--- config.mk ---
export PLATFORM = sky130hd
export DESIGN_NAME = keyed_counter_table
export DESIGN_NICKNAME = d
export VERILOG_FILES = /design/src/rtl/kct_pkg.sv /design/src/rtl/keyed_counter_table.sv
export VERILOG_INCLUDE_DIRS = /design/src /design/src/rtl
export SDC_FILE = /design/constraint.sdc
export NUM_CORES = 1
export LEC_CHECK = 0
export BUFFER_PORTS_ARGS = -buffer_cell sky130_fd_sc_hd__buf_2
export CAP_MARGIN = 20
export CORE_MARGIN = 5
export CORE_UTILIZATION = 45
export CTS_CLUSTER_DIAMETER = 100
export CTS_CLUSTER_SIZE = 12
export DETAILED_ROUTE_END_ITERATION = 6
export HOLD_SLACK_MARGIN = 0.08
export SYNTH_ARGS = -nofsm -noshare
export SYNTH_HDL_FRONTEND = slang
export SYNTH_SLANG_ARGS = --single-unit
--- constraint.sdc ---
create_clock -name clk -period 16.08 [get_ports clk]
set_input_delay 0.804 -clock clk [delete_from_list [all_inputs] [get_ports clk]]
set_output_delay 0.804 -clock clk [all_outputs]
set_load 0.1 [all_outputs]
--- src/rtl/keyed_counter_table_assert.svh ---
// ---------------------------------------------------------------------------
// Assertion macros for keyed_counter_table
// Clocked on clk with reset rst_n; empty when SYNTH is defined.
// ---------------------------------------------------------------------------
`ifndef KEYED_COUNTER_TABLE_ASSERT_SVH
`define KEYED_COUNTER_TABLE_ASSERT_SVH

`ifndef SYNTH

// Check a property on every clock edge outside reset.
`define KCT_ASSERT(lbl, prop, msg) \
    lbl: assert property (@(posedge clk) disable iff (!rst_n) prop) else $error(msg);

// Check that a condition never holds outside reset.
`define KCT_NEVER(lbl, cond, msg) \
    lbl: assert property (@(posedge clk) disable iff (!rst_n) !(cond)) else $error(msg);

`else

`define KCT_ASSERT(lbl, prop, msg)
`define KCT_NEVER(lbl, cond, msg)

`endif

`endif

--- src/rtl/kct_pkg.sv ---
// ---------------------------------------------------------------------------
// kct_pkg
// Operation codes, status codes and controller states of the keyed counter
// table.
// ---------------------------------------------------------------------------
package kct_pkg;

    localparam logic [1:0] OP_ADD    = 2'd0;
    localparam logic [1:0] OP_REMOVE = 2'd1;
    localparam logic [1:0] OP_QUERY  = 2'd2;

    localparam logic [2:0] ST_OK       = 3'd0;
    localparam logic [2:0] ST_INVALID  = 3'd1;
    localparam logic [2:0] ST_SHORT    = 3'd2;
    localparam logic [2:0] ST_FULL     = 3'd3;
    localparam logic [2:0] ST_OVERFLOW = 3'd4;

    typedef enum logic [3:0] {
        S_IDLE  = 4'b0001,
        S_SCAN  = 4'b0010,
        S_DRAIN = 4'b0100,
        S_EXEC  = 4'b1000
    } state_t;

endpackage

--- src/rtl/keyed_counter_table.sv ---
// ---------------------------------------------------------------------------
// keyed_counter_table
// Table of key and count pairs with add, remove and query transactions.
// ---------------------------------------------------------------------------
// Usage:
//   Drive operation, item_key and amount and raise start; the transaction is
//   taken at the clock edge where start is high and busy is low. busy stays
//   high until the result is produced.
//   The result (success, status, item_count) is shown for exactly one cycle
//   with done high; the receiver must take it then, it cannot stall.
// Sequence:
//   The controller reads every slot of the key/count memory once, one
//   address per cycle, then passes S_DRAIN and decides and writes back in
//   S_EXEC. busy is already low in the done cycle, so the next transaction
//   can be taken while done is high; none is taken while one is in flight.
//   The single memory port and the slot scan bound the transaction rate.
// Reset:
//   rst_n clears all slot valid bits (every slot free) and the controller.
//   No clearing pass runs; key and count words are only read behind a valid
//   bit. A transaction can be taken in the first cycle after reset.
// ---------------------------------------------------------------------------
module keyed_counter_table #(
    parameter int CAPACITY   = 16,
    parameter int KEY_BITS   = 32,
    parameter int COUNT_BITS = 31
) (
    input  logic               clk,
    input  logic               rst_n,
    input  logic               start,
    output logic               busy,
    input  logic [1:0]         operation,
    input  logic [31:0]        item_key,
    input  logic signed [31:0] amount,
    output logic               done,
    output logic               success,
    output logic [2:0]         status,
    output logic [30:0]        item_count
);

    `include "keyed_counter_table_assert.svh"

    localparam int IDX_W = (CAPACITY > 1) ? $clog2(CAPACITY) : 1;
    localparam int CNT_W = IDX_W + 1;
    localparam int MEM_W = KEY_BITS + COUNT_BITS;
    localparam int SUM_W = ((COUNT_BITS > 31) ? COUNT_BITS : 31) + 1;

    kct_pkg::state_t state_reg, state_next;

    logic [CNT_W-1:0]      scan_cnt_reg, scan_cnt_next;
    logic                  chk_vld_reg, chk_vld_next;
    logic [IDX_W-1:0]      chk_idx_reg, chk_idx_next;
    logic                  hit_reg, hit_next;
    logic [IDX_W-1:0]      hit_idx_reg, hit_idx_next;
    logic [COUNT_BITS-1:0] hit_count_reg, hit_count_next;
    logic                  free_reg, free_next;
    logic [IDX_W-1:0]      free_idx_reg, free_idx_next;
    logic [CAPACITY-1:0]   slot_valid_reg, slot_valid_next;

    logic [1:0]            op_reg, op_next;
    logic [KEY_BITS-1:0]   key_reg, key_next;
    logic signed [31:0]    amount_reg, amount_next;

    logic                  done_reg, done_next;
    logic                  success_reg, success_next;
    logic [2:0]            status_reg, status_next;
    logic [30:0]           count_out_reg, count_out_next;

    // key/count memory, one word per slot
    logic [MEM_W-1:0]      slot_mem [0:CAPACITY-1];
    logic [MEM_W-1:0]      rd_data_reg;
    logic [IDX_W-1:0]      rd_addr;
    logic                  wr_en;
    logic [IDX_W-1:0]      wr_addr;
    logic [MEM_W-1:0]      wr_data;

    logic [KEY_BITS-1:0]   rd_key;
    logic [COUNT_BITS-1:0] rd_count;
    logic [COUNT_BITS-1:0] cur;
    logic [SUM_W-1:0]      cur_ext;
    logic [SUM_W-1:0]      amt_ext;
    logic [SUM_W-1:0]      sum;
    logic [SUM_W-1:0]      diff;
    logic                  key_bad;
    logic                  amt_bad;
    logic                  accept;
    logic [COUNT_BITS-1:0] res_cnt;

    assign accept   = start && (state_reg == kct_pkg::S_IDLE);
    assign busy     = (state_reg != kct_pkg::S_IDLE);
    assign rd_addr  = scan_cnt_reg[IDX_W-1:0];
    assign rd_key   = rd_data_reg[MEM_W-1 -: KEY_BITS];
    assign rd_count = rd_data_reg[COUNT_BITS-1:0];

    assign cur     = hit_reg ? hit_count_reg : '0;
    assign cur_ext = SUM_W'(cur);
    assign amt_ext = SUM_W'(amount_reg[30:0]);
    assign sum     = cur_ext + amt_ext;
    assign diff    = cur_ext - amt_ext;
    assign key_bad = (key_reg == '0);
    assign amt_bad = amount_reg[31] || (amount_reg == 32'sd0);

    always_comb
    begin
        state_next      = state_reg;
        scan_cnt_next   = scan_cnt_reg;
        chk_vld_next    = 1'b0;
        chk_idx_next    = chk_idx_reg;
        hit_next        = hit_reg;
        hit_idx_next    = hit_idx_reg;
        hit_count_next  = hit_count_reg;
        free_next       = free_reg;
        free_idx_next   = free_idx_reg;
        slot_valid_next = slot_valid_reg;
        op_next         = op_reg;
        key_next        = key_reg;
        amount_next     = amount_reg;
        done_next       = 1'b0;
        success_next    = success_reg;
        status_next     = status_reg;
        count_out_next  = count_out_reg;
        wr_en           = 1'b0;
        wr_addr         = hit_idx_reg;
        wr_data         = {key_reg, sum[COUNT_BITS-1:0]};
        res_cnt         = cur;

        // compare stage: memory word of chk_idx_reg is in rd_data_reg
        if (chk_vld_reg)
        begin
            if (slot_valid_reg[chk_idx_reg] && (rd_key == key_reg) && !hit_reg)
            begin
                hit_next       = 1'b1;
                hit_idx_next   = chk_idx_reg;
                hit_count_next = rd_count;
            end
            // remember the lowest free slot
            if (!slot_valid_reg[chk_idx_reg] && !free_reg)
            begin
                free_next     = 1'b1;
                free_idx_next = chk_idx_reg;
            end
        end

        case (state_reg)
            kct_pkg::S_IDLE:
            begin
                if (start)
                begin
                    op_next       = operation;
                    key_next      = KEY_BITS'(item_key);
                    amount_next   = amount;
                    scan_cnt_next = '0;
                    hit_next      = 1'b0;
                    free_next     = 1'b0;
                    state_next    = kct_pkg::S_SCAN;
                end
            end
            kct_pkg::S_SCAN:
            begin
                chk_vld_next  = 1'b1;
                chk_idx_next  = rd_addr;
                scan_cnt_next = scan_cnt_reg + 1'b1;
                if (scan_cnt_reg == CNT_W'(CAPACITY - 1))
                begin
                    state_next = kct_pkg::S_DRAIN;
                end
            end
            kct_pkg::S_DRAIN:
            begin
                state_next = kct_pkg::S_EXEC;
            end
            kct_pkg::S_EXEC:
            begin
                success_next = 1'b0;
                status_next  = kct_pkg::ST_INVALID;
                case (op_reg)
                    kct_pkg::OP_QUERY:
                    begin
                        if (amount_reg[31] || (cur_ext >= amt_ext))
                        begin
                            success_next = 1'b1;
                            status_next  = kct_pkg::ST_OK;
                        end
                        else
                        begin
                            status_next = kct_pkg::ST_SHORT;
                        end
                    end
                    kct_pkg::OP_ADD:
                    begin
                        if (!key_bad && !amt_bad)
                        begin
                            if (|sum[SUM_W-1:COUNT_BITS])
                            begin
                                status_next = kct_pkg::ST_OVERFLOW;
                            end
                            else if (hit_reg || free_reg)
                            begin
                                // new key: cur is zero, so sum is the amount
                                wr_en        = 1'b1;
                                wr_addr      = hit_reg ? hit_idx_reg : free_idx_reg;
                                res_cnt      = sum[COUNT_BITS-1:0];
                                success_next = 1'b1;
                                status_next  = kct_pkg::ST_OK;
                                slot_valid_next[wr_addr] = 1'b1;
                            end
                            else
                            begin
                                status_next = kct_pkg::ST_FULL;
                            end
                        end
                    end
                    kct_pkg::OP_REMOVE:
                    begin
                        if (!key_bad && !amt_bad)
                        begin
                            if (!hit_reg || (cur_ext < amt_ext))
                            begin
                                status_next = kct_pkg::ST_SHORT;
                            end
                            else
                            begin
                                wr_en        = 1'b1;
                                wr_data      = {key_reg, diff[COUNT_BITS-1:0]};
                                res_cnt      = diff[COUNT_BITS-1:0];
                                success_next = 1'b1;
                                status_next  = kct_pkg::ST_OK;
                                // drop the slot once it runs empty
                                if (diff == '0)
                                begin
                                    slot_valid_next[hit_idx_reg] = 1'b0;
                                end
                            end
                        end
                    end
                    default:
                    begin
                        status_next = kct_pkg::ST_INVALID;
                    end
                endcase
                count_out_next = 31'(res_cnt);
                done_next      = 1'b1;
                state_next     = kct_pkg::S_IDLE;
            end
            default:
            begin
                state_next = kct_pkg::S_IDLE;
            end
        endcase
    end

    always_ff @(posedge clk or negedge rst_n)
    begin
        if (!rst_n)
        begin
            state_reg      <= kct_pkg::S_IDLE;
            scan_cnt_reg   <= '0;
            chk_vld_reg    <= 1'b0;
            hit_reg        <= 1'b0;
            free_reg       <= 1'b0;
            slot_valid_reg <= '0;
            done_reg       <= 1'b0;
        end
        else
        begin
            state_reg      <= state_next;
            scan_cnt_reg   <= scan_cnt_next;
            chk_vld_reg    <= chk_vld_next;
            hit_reg        <= hit_next;
            free_reg       <= free_next;
            slot_valid_reg <= slot_valid_next;
            done_reg       <= done_next;
        end
    end

    always_ff @(posedge clk)
    begin
        chk_idx_reg   <= chk_idx_next;
        hit_idx_reg   <= hit_idx_next;
        hit_count_reg <= hit_count_next;
        free_idx_reg  <= free_idx_next;
        op_reg        <= op_next;
        key_reg       <= key_next;
        amount_reg    <= amount_next;
        success_reg   <= success_next;
        status_reg    <= status_next;
        count_out_reg <= count_out_next;
    end

    // Write-back happens in the last busy cycle and the next scan starts after
    // the idle cycle, so reads never overlap a pending write.
    always_ff @(posedge clk)
    begin
        if (wr_en)
        begin
            slot_mem[wr_addr] <= wr_data;
        end
        rd_data_reg <= slot_mem[rd_addr];
    end

    assign done       = done_reg;
    assign success    = success_reg;
    assign status     = status_reg;
    assign item_count = count_out_reg;

    `KCT_ASSERT(a_done_after_exec, done |-> $past(state_reg == kct_pkg::S_EXEC), "done without decision cycle")
    `KCT_NEVER(a_done_while_busy, done && busy, "busy still high with result")
    `KCT_ASSERT(a_success_ok, (done && success) |-> (status == kct_pkg::ST_OK), "success with error status")
    `KCT_ASSERT(a_hit_is_valid, ((state_reg == kct_pkg::S_EXEC) && hit_reg) |-> slot_valid_reg[hit_idx_reg], "hit on free slot")
    `KCT_ASSERT(a_accept_scans, accept |=> (state_reg == kct_pkg::S_SCAN), "accepted transaction did not start scan")

endmodule
==> summary.md, run 1 <==
| Metric | Value |
|---|---|
| Run status | `finished, final reports clean` |
| Period minus WS final | `7.403 ns` |
| Yosys cell types | `108` |
| Clock sinks | `1244` |
| DR vias | `28676` |
| Post-route DRC | `0` |
| Sequential power share | `51.1%` |
| Psw | `2.085 mW` |
| Wirelength, routed | `131.5 mm` |
| CTS tree | `yes` |
| Initial antenna violation count | `2` |
| Ys flop type | `edfxtp_1` |
| Yosys reg bits | `1244` |
| Cell count of the worst reg-to-reg path | `15` |
| Syn Std Cell Area | `52380 sq um` |
| Crit path max-delay cell type | `buf_4` |
| Routed vias/inst | `6.074` |
| Total GRT Usage | `21.22%` |
| Critical path required time | `roughly 16 ns` |
| Setup_tns | `0 ns` |
| Synth warnings | `0` |
| CP Buf/Inv Count | `3` |
| Max Slew Vio Count | `0` |
| Fraction of layout cells with a size suffix above 1 | `21.86%` |
| R2r endpoint | `slot_mem[0][8]` |
| Fmax | `135.1 MHz` |
| Core Area | `approximately 120000 sq um` |
| Post-synth EDFFs | `approximately 1200` |
| Die Y | `351.2 um` |
| H-tree depth | `3` |
| Setup repair after global routing missed its margin | `false` |
| Clk Latency, worst-skew pair | `0.71 ns` |
| Reg-to-reg slack, setup | `about 8.7 ns` |
| Post-CTS setup buffers | `0` |
| Worst R2R Start | `hit_reg` |
| GP Congestion | `0.9329` |
| Nets | `3189` |
| ANT nets after route | `0` |
| Final Core Density | `50.35%` |
| Leading cell type in the layout, fill and taps excluded | `edfxtp_1` |
| Largest stage delay, worst path | `about 0.88 ns` |
| Ant. Diodes | `0` |
| Clock power frac | `31.8%` |
| Max reg flops | `1008` |
| Wirelength per Cell | `27.85 um` |
| Layout Area Growth over Synthesis | `11.40%` |
| Vias in the first global route | `28962` |
| Crit path capture type | `flip-flop` |
| Switch share | `between 20% and 30%` |
| Cell count after synthesis | `2963` |
| Initial drt markers | `2476` |
| Width of the die | `351.2 um` |
| Initial Util | `45.20%` |
| Kind of critical path | `flip-flop to flip-flop` |
| Clock Skew | `0.05952 ns` |
| Clock transition at path regs | `around 0.060 ns` |
| Int Pwr | `5.800 mW` |
| IR drop worst, VDD | `between 0.1 and 0.15 mV` |
| Max-cap viol count | `0` |
| Part of the power in combinational logic | `17.1%` |
| Port Buf Inserts | `between 100 and 150` |
| CP Cell Sequence | `buf_4, buf_4, o21ai_0, nand3_1, a32oi_1, a22oi_1, nor3b_1, a21oi_1, a31oi_1, nand4_1, nor2_1, mux2i_1, nand2_1, nor2_4, buf_4` |
| Root buffer cell | `clkbuf_16` |
| Pin count of the biggest net entering global routing | `78` |
| Commonest non-fill, non-tap cells in the layout | `1152 x edfxtp_1, 320 x mux4_2, 129 x nand2_1` |
| CTS Buffer Depth | `3` |
| Min-Delay Path Class | `primary input to async pin` |
| Relative slew slack | `26.70%` |
| PwrDens | `135.1 nW/um^2` |
| LEAKAGE | `between 15 and 20 nW` |
| Grt ovf | `0` |
| Ratio of final minimum period to clock period | `between 40% and 50%` |
| First-pass GRT wire length | `194.0 mm` |
| Cts repair resizes | `0` |
| Hold buffers post-CTS | `0` |
| Final hold viol count | `0` |
| Critical path arrival | `7.69 ns` |
| Avg Inst Size Synth | `17.68 sq um` |
| Largest delay share family, worst path | `buffers and inverters` |
| Seq/Total Area, Yosys | `69.84%` |
| TritonRoute pass-1 iters | `6` |
| # IOs | `106` |
| Final HPWL DP | `approximately 80 mm` |
| Worst path depth | `15` |
| Syn_nets | `3055` |
| DIE AREA | `123300 sq um` |
| Most common cell on crit path | `buf_4` |
| Critical path startpoint category | `flip-flop` |
| Num CTS Buffers | `114` |
| Setup violations, final | `0` |
| Ys async rst share | `between 2 and 2.5%` |
| Site Rows | `125` |
| Critical Path Fanout Max | `77` |
| Measured slew at the worst slew-check pin | `approximately 1.1 ns` |
-- power groups by stage --
stage	Clock [mW]	Combinational (mW)	Sequential (mW)
final	2.51	1.35	4.03
after CTS	2.57	1.36	4.04
after global placement	0	1.32	4.10
after floorplan	0	1.04	3.94
after global routing	2.71	1.45	4.06
after detailed placement	0	1.35	4.10
-- layer usage --
metal,GRT usage [%],part of all wire [%]
met5,0,0.0099
met2,35.77,50
met1,29.47,42
met3,2.785,5.5
met4,5.743,2.7
-- cells by family (layout without fill, tap and decap cells) --
kind of cell               Yosys count  count (layout)  synth area share [%]
adders and majority gates           37              37                0.8193
xor gates and xnor gates           120             120                 2.007
AOI/OAI and AO/OA                  461             461                 6.077
muxes                              344             344                 14.22
buffers and inverters              223             457                 1.753
DFF                               1244            1244                 69.84
and+or+nand+nor                    534             534                 5.284
-- through the flow --
| step | instances | hold slack, ns | area [sq um] | total power, mW | setup slack, ns |
|---|---|---|---|---|---|
| final | 4721 | 0.1960 | 58350 | 7.886 | 8.677 |
| after global routing | 4721 | 0.2211 | 58350 | 8.214 | 8.265 |
| after CTS | 4710 | 0.1715 | 58200 | 7.964 | 8.657 |
| after detailed placement | 4494 | 0.3897 | 54810 | 5.455 | 8.631 |
| after global placement | 4479 | 0.3866 | 54670 | 5.423 | 8.835 |
| after floorplan | 2963 | 0.3855 | 52380 | 4.982 | 7.429 |
-- final cells by class --
class	instances	area [sq um]
clock buffers	209	3252
clock inverters	7	138.9
fillers	9437	57540
flip-flops and latches	1244	36600
repair buffers	185	1225
inverters	56	212.7
multi-input cells	1496	15020
well taps	1524	1907
-- synth_stat cells, types with 6 or more instances --
| cell | instances | area, sq um |
|---|---|---|
| and3_1 | 11 | 68.82 |
| o21bai_1 | 7 | 52.55 |
| nor4_1 | 22 | 137.6 |
| nor4b_1 | 6 | 52.55 |
| inv_1 | 53 | 198.9 |
| and2_1 | 22 | 137.6 |
| dfrtp_1 | 28 | 700.7 |
| buf_4 | 6 | 45.04 |
| o211ai_1 | 13 | 97.59 |
| nand2b_1 | 41 | 256.5 |
| o21ai_0 | 118 | 590.6 |
| buf_1 | 35 | 131.4 |
| or3_1 | 12 | 75.07 |
| mux2i_1 | 23 | 230.2 |
| o21ai_1 | 20 | 100.1 |
| o31ai_1 | 7 | 52.55 |
| nor2_1 | 129 | 484.2 |
| buf_2 | 29 | 145.1 |
| xnor2_1 | 89 | 779.5 |
| a31oi_1 | 15 | 93.84 |
| dfxtp_1 | 63 | 1261 |
| ha_1 | 23 | 287.8 |
| o21a_1 | 7 | 52.55 |
| nand2_1 | 129 | 484.2 |
| o22ai_1 | 25 | 156.4 |
| mux4_2 | 320 | 7207 |
| xor2_1 | 31 | 271.5 |
| or2_2 | 7 | 43.79 |
| clkbuf_1 | 94 | 352.8 |
| nor3b_1 | 7 | 52.55 |
| nand3_1 | 30 | 150.1 |
| a21oi_1 | 75 | 375.4 |
| nand4_1 | 28 | 175.2 |
| a32oi_1 | 17 | 148.9 |
| edfxtp_1 | 1152 | 34590 |
| a22o_1 | 14 | 122.6 |
| o221ai_1 | 12 | 105.1 |
| a21o_1 | 17 | 127.6 |
| a211oi_1 | 11 | 82.58 |
| a22oi_1 | 23 | 172.7 |
| nor3_1 | 19 | 95.09 |
| maj3_1 | 13 | 130.1 |
| nor2b_1 | 34 | 212.7 |
-- worst max path at each step --
stage,start,to,slack [ns]
2_1_floorplan,hit_reg,slot_mem[12][0],7.43
3_3_place_gp,hit_reg,slot_mem[15][11],8.84
3_5_place_dp,hit_reg,slot_mem[13][4],8.63
4_1_cts,hit_reg,slot_mem[13][9],8.66
5_1_grt,hit_reg,slot_mem[0][8],8.26
6_report,hit_reg,slot_mem[0][8],8.68
Note: power is estimated with default switching activity, not from simulation.
==> run 2: changes to the inputs <==
==> constraint.sdc (replaced) <==
create_clock -name clk -period 6.5 [get_ports clk]
set_input_delay 0.325 -clock clk [delete_from_list [all_inputs] [get_ports clk]]
set_output_delay 0.325 -clock clk [all_outputs]
set_load 0.1 [all_outputs]
==> summary.md, run 2 (synthesized netlist as in run 1, its figures left out) <==
| Metric | Value |
|---|---|
| Critical path startpoint category | `flip-flop` |
| Filler Cell Count | `9248 (-2.0%)` |
| Psw | `5.529 mW (+170%)` |
| Root buffer cell | `clkbuf_16` |
| Initial drt markers | `3425 (+38%)` |
| Final worst slack | `0.8001 ns (-7.877 ns)` |
| Setup repair after global routing missed its margin | `false` |
| Int Pwr | `14.37 mW (+150%)` |
| Fmax | `175.4 MHz (+30%)` |
| Routed vias/inst | `6.105 (+0.51%)` |
| Clock sinks | `1244 (unchanged)` |
| Wirelength per Cell | `28.84 um (+3.6%)` |
| Clock power frac | `31.1% (-0.7 points)` |
| CTS tree | `yes` |
| PwrDens | `334.7 nW/um^2 (+150%)` |
| Ratio of final minimum period to clock period | `87.69% (+42 points)` |
| Failing checks | `design-rule violations` |
| Final non-filler cell total | `4820 (+2.1%)` |
| Pre-CTS worst setup slack | `0.9854 ns (-7.645 ns)` |
| Run status | `complete, but fails checks` |
| Initial Util | `45.20% (unchanged)` |
| Setup violations, final | `0 (unchanged)` |
| Nets | `3290 (+3.2%)` |
| Setup_tns | `0 ns (unchanged)` |
| Max-cap viol count | `0 (unchanged)` |
| Die Y | `351.2 um (unchanged)` |
| Post-route DRC | `1 (+1)` |
| Layout Area Growth over Synthesis | `13.52%` |
| Final hold viol count | `0 (unchanged)` |
| Crit path capture type | `flip-flop` |
| Relative slew slack | `30.04% (+3.3 points)` |
| Initial antenna violation count | `5 (+3)` |
| Pin count of the biggest net entering global routing | `133 (+71%)` |
| Storage cell area | `36600 sq um (unchanged)` |
| Placed insts | `4539 (+1.0%)` |
| ANT nets after route | `0 (unchanged)` |
| Clock transition at path regs | `0.07 ns (about the same)` |
| H-tree depth | `3 (unchanged)` |
| Max Slew Vio Count | `0 (unchanged)` |
| Grt ovf | `0 (unchanged)` |
| Final total power | `19.90 mW (+150%)` |
| Total GRT Usage | `22.45% (+1.2 points)` |
| Leading cell type in the layout, fill and taps excluded | `edfxtp_1` |
| Core Area | `115900 sq um (unchanged)` |
| DIE AREA | `123300 sq um (unchanged)` |
| Period minus WS final | `5.700 ns (-1.703 ns)` |
| Measured slew at the worst slew-check pin | `1.049 ns (-0.05014 ns)` |
| First-pass GRT wire length | `203.3 mm (+4.8%)` |
| Post-CTS setup buffers | `0 (unchanged)` |
| Clock Skew | `0.06995 ns (+0.01043 ns)` |
| CTS Buffer Depth | `3 (unchanged)` |
| Cts repair resizes | `0 (unchanged)` |
| Commonest non-fill, non-tap cells in the layout | `1152 x edfxtp_1, 320 x mux4_2, 127 x nand2_1` |
| Sequential power share | `49.2% (-1.9 points)` |
| Critical Path Fanout Max | `14 (-82%)` |
| Wirelength, routed | `139.0 mm (+5.7%)` |
| GP Congestion | `0.9498 (+1.8%)` |
| Port Buf Inserts | `105 (unchanged)` |
| Fraction of layout cells with a size suffix above 1 | `22.36% (+0.50 points)` |
| Vias in the first global route | `29127 (+0.57%)` |
| Part of the power in combinational logic | `19.7% (+2.6 points)` |
| IR drop worst, VDD | `0.2260 mV (+96%)` |
| Critical path required time | `7.08 ns (-9.29 ns)` |
| Width of the die | `351.2 um (unchanged)` |
| Max reg flops | `1008 (unchanged)` |
| Switch share | `27.78% (+1.3 points)` |
| Ant. Diodes | `0 (unchanged)` |
| Clk Latency, worst-skew pair | `0.72 ns (about the same)` |
| DR vias | `29428 (+2.6%)` |
| Critical path arrival | `6.28 ns (-1.41 ns)` |
| Final HPWL DP | `88.40 mm (+9.9%)` |
| TritonRoute pass-1 iters | `7 (+1)` |
| Multi-input gate area | `15030 sq um (+0.12%)` |
| Kind of critical path | `flip-flop to flip-flop` |
| Min-Delay Path Class | `primary input to flip-flop` |
| LEAKAGE | `18.70 nW (+2.6%)` |
| Site Rows | `125 (unchanged)` |
| Num CTS Buffers | `114 (unchanged)` |
| # IOs | `106 (unchanged)` |
==> run 2: changes by cell type in the layout (fill, tap and decap cells not counted), moves of 2 or more <==
cell,before,now
buf_12,3,23
buf_4,70,90
buf_6,4,0
clkbuf_1,93,91
clkbuf_16,116,114
dlygate4sd3_1,0,67
nand2_1,129,127
nand2_2,1,3
==> run 2: power by group through the flow <==
stage | clock network (mW) | logic (mW) | registers, mW
global placement | 0 | 3.88 | 9.96
CTS | 6.34 | 3.96 | 9.80
global route | 6.68 | 4.15 | 9.83
detailed placement | 0 | 3.92 | 9.96
floorplan | 0 | 2.57 | 9.75
finish | 6.20 | 3.92 | 9.79
==> run 2: critical path, cell delays in order, from the launching register on <==
cell	delay (ns)
dfrtp_4	0.57
inv_1	0.44
buf_4	0.35
nor4_1	0.11
a311oi_2	0.67
o21a_1	0.32
o221ai_1	0.39
a211oi_1	0.79
o21ai_1	0.22
xor2_1	0.23
nor4_2	0.43
buf_4	0.25
or4b_4	0.51
o21ai_1	0.16
o21ai_1	0.11
==> run 2: worst paths after layout <==
check	start	to	slack [ns]	cells past startpoint
min reg2reg	rd_data_reg[9]	hit_count_reg[9]	0.40	0
max	hit_reg	slot_valid_reg[0]	0.80	14
min	start	state_reg[1]	0.18	3
min in group asynchronous	rst_n	slot_valid_reg[3]	0.25	2
max reg2reg	hit_reg	slot_valid_reg[0]	0.80	14
max in group asynchronous	rst_n	scan_cnt_reg[2]	5.66	2
==> run 2: cell type report <==
class	count	area share [%]
clock inverters	8	0.2378
flip-flops and latches	1244	61.55
repair buffers	286	3.969
well taps	1524	3.207
multi-input cells	1496	25.28
clock buffers	206	5.395
inverters	56	0.3577
==> run 2: repair_timing <==
| item | 4_1_cts | 5_1_grt |
|---|---|---|
| hold endpoints to repair | 95 | 0 |
| hold buffers | 67 | 0 |
| setup endpoints to repair | 0 | 0 |
==> run 2: through the flow <==
stage	hold slack (ns)	utilization [%]	instance area [sq um]
after floorplan	0.02941	-	52520
after global placement	0.3925	47.78	55370
after detailed placement	0.3887	47.84	55440
after CTS	0.1236	51.31	59460
after global routing	0.2163	51.31	59460
final	0.1761	51.31	59460
==> run 2: layer usage <==
metal | track usage [%] | wire [um] | vias up
met3 | 3.097 | 8429 | 252
met5 | 0 | 13 | -
met4 | 5.562 | 3662 | 2
met1 | 31.87 | 58620 | 15403
met2 | 37.24 | 68290 | 1264
li1 | - | - | 12507
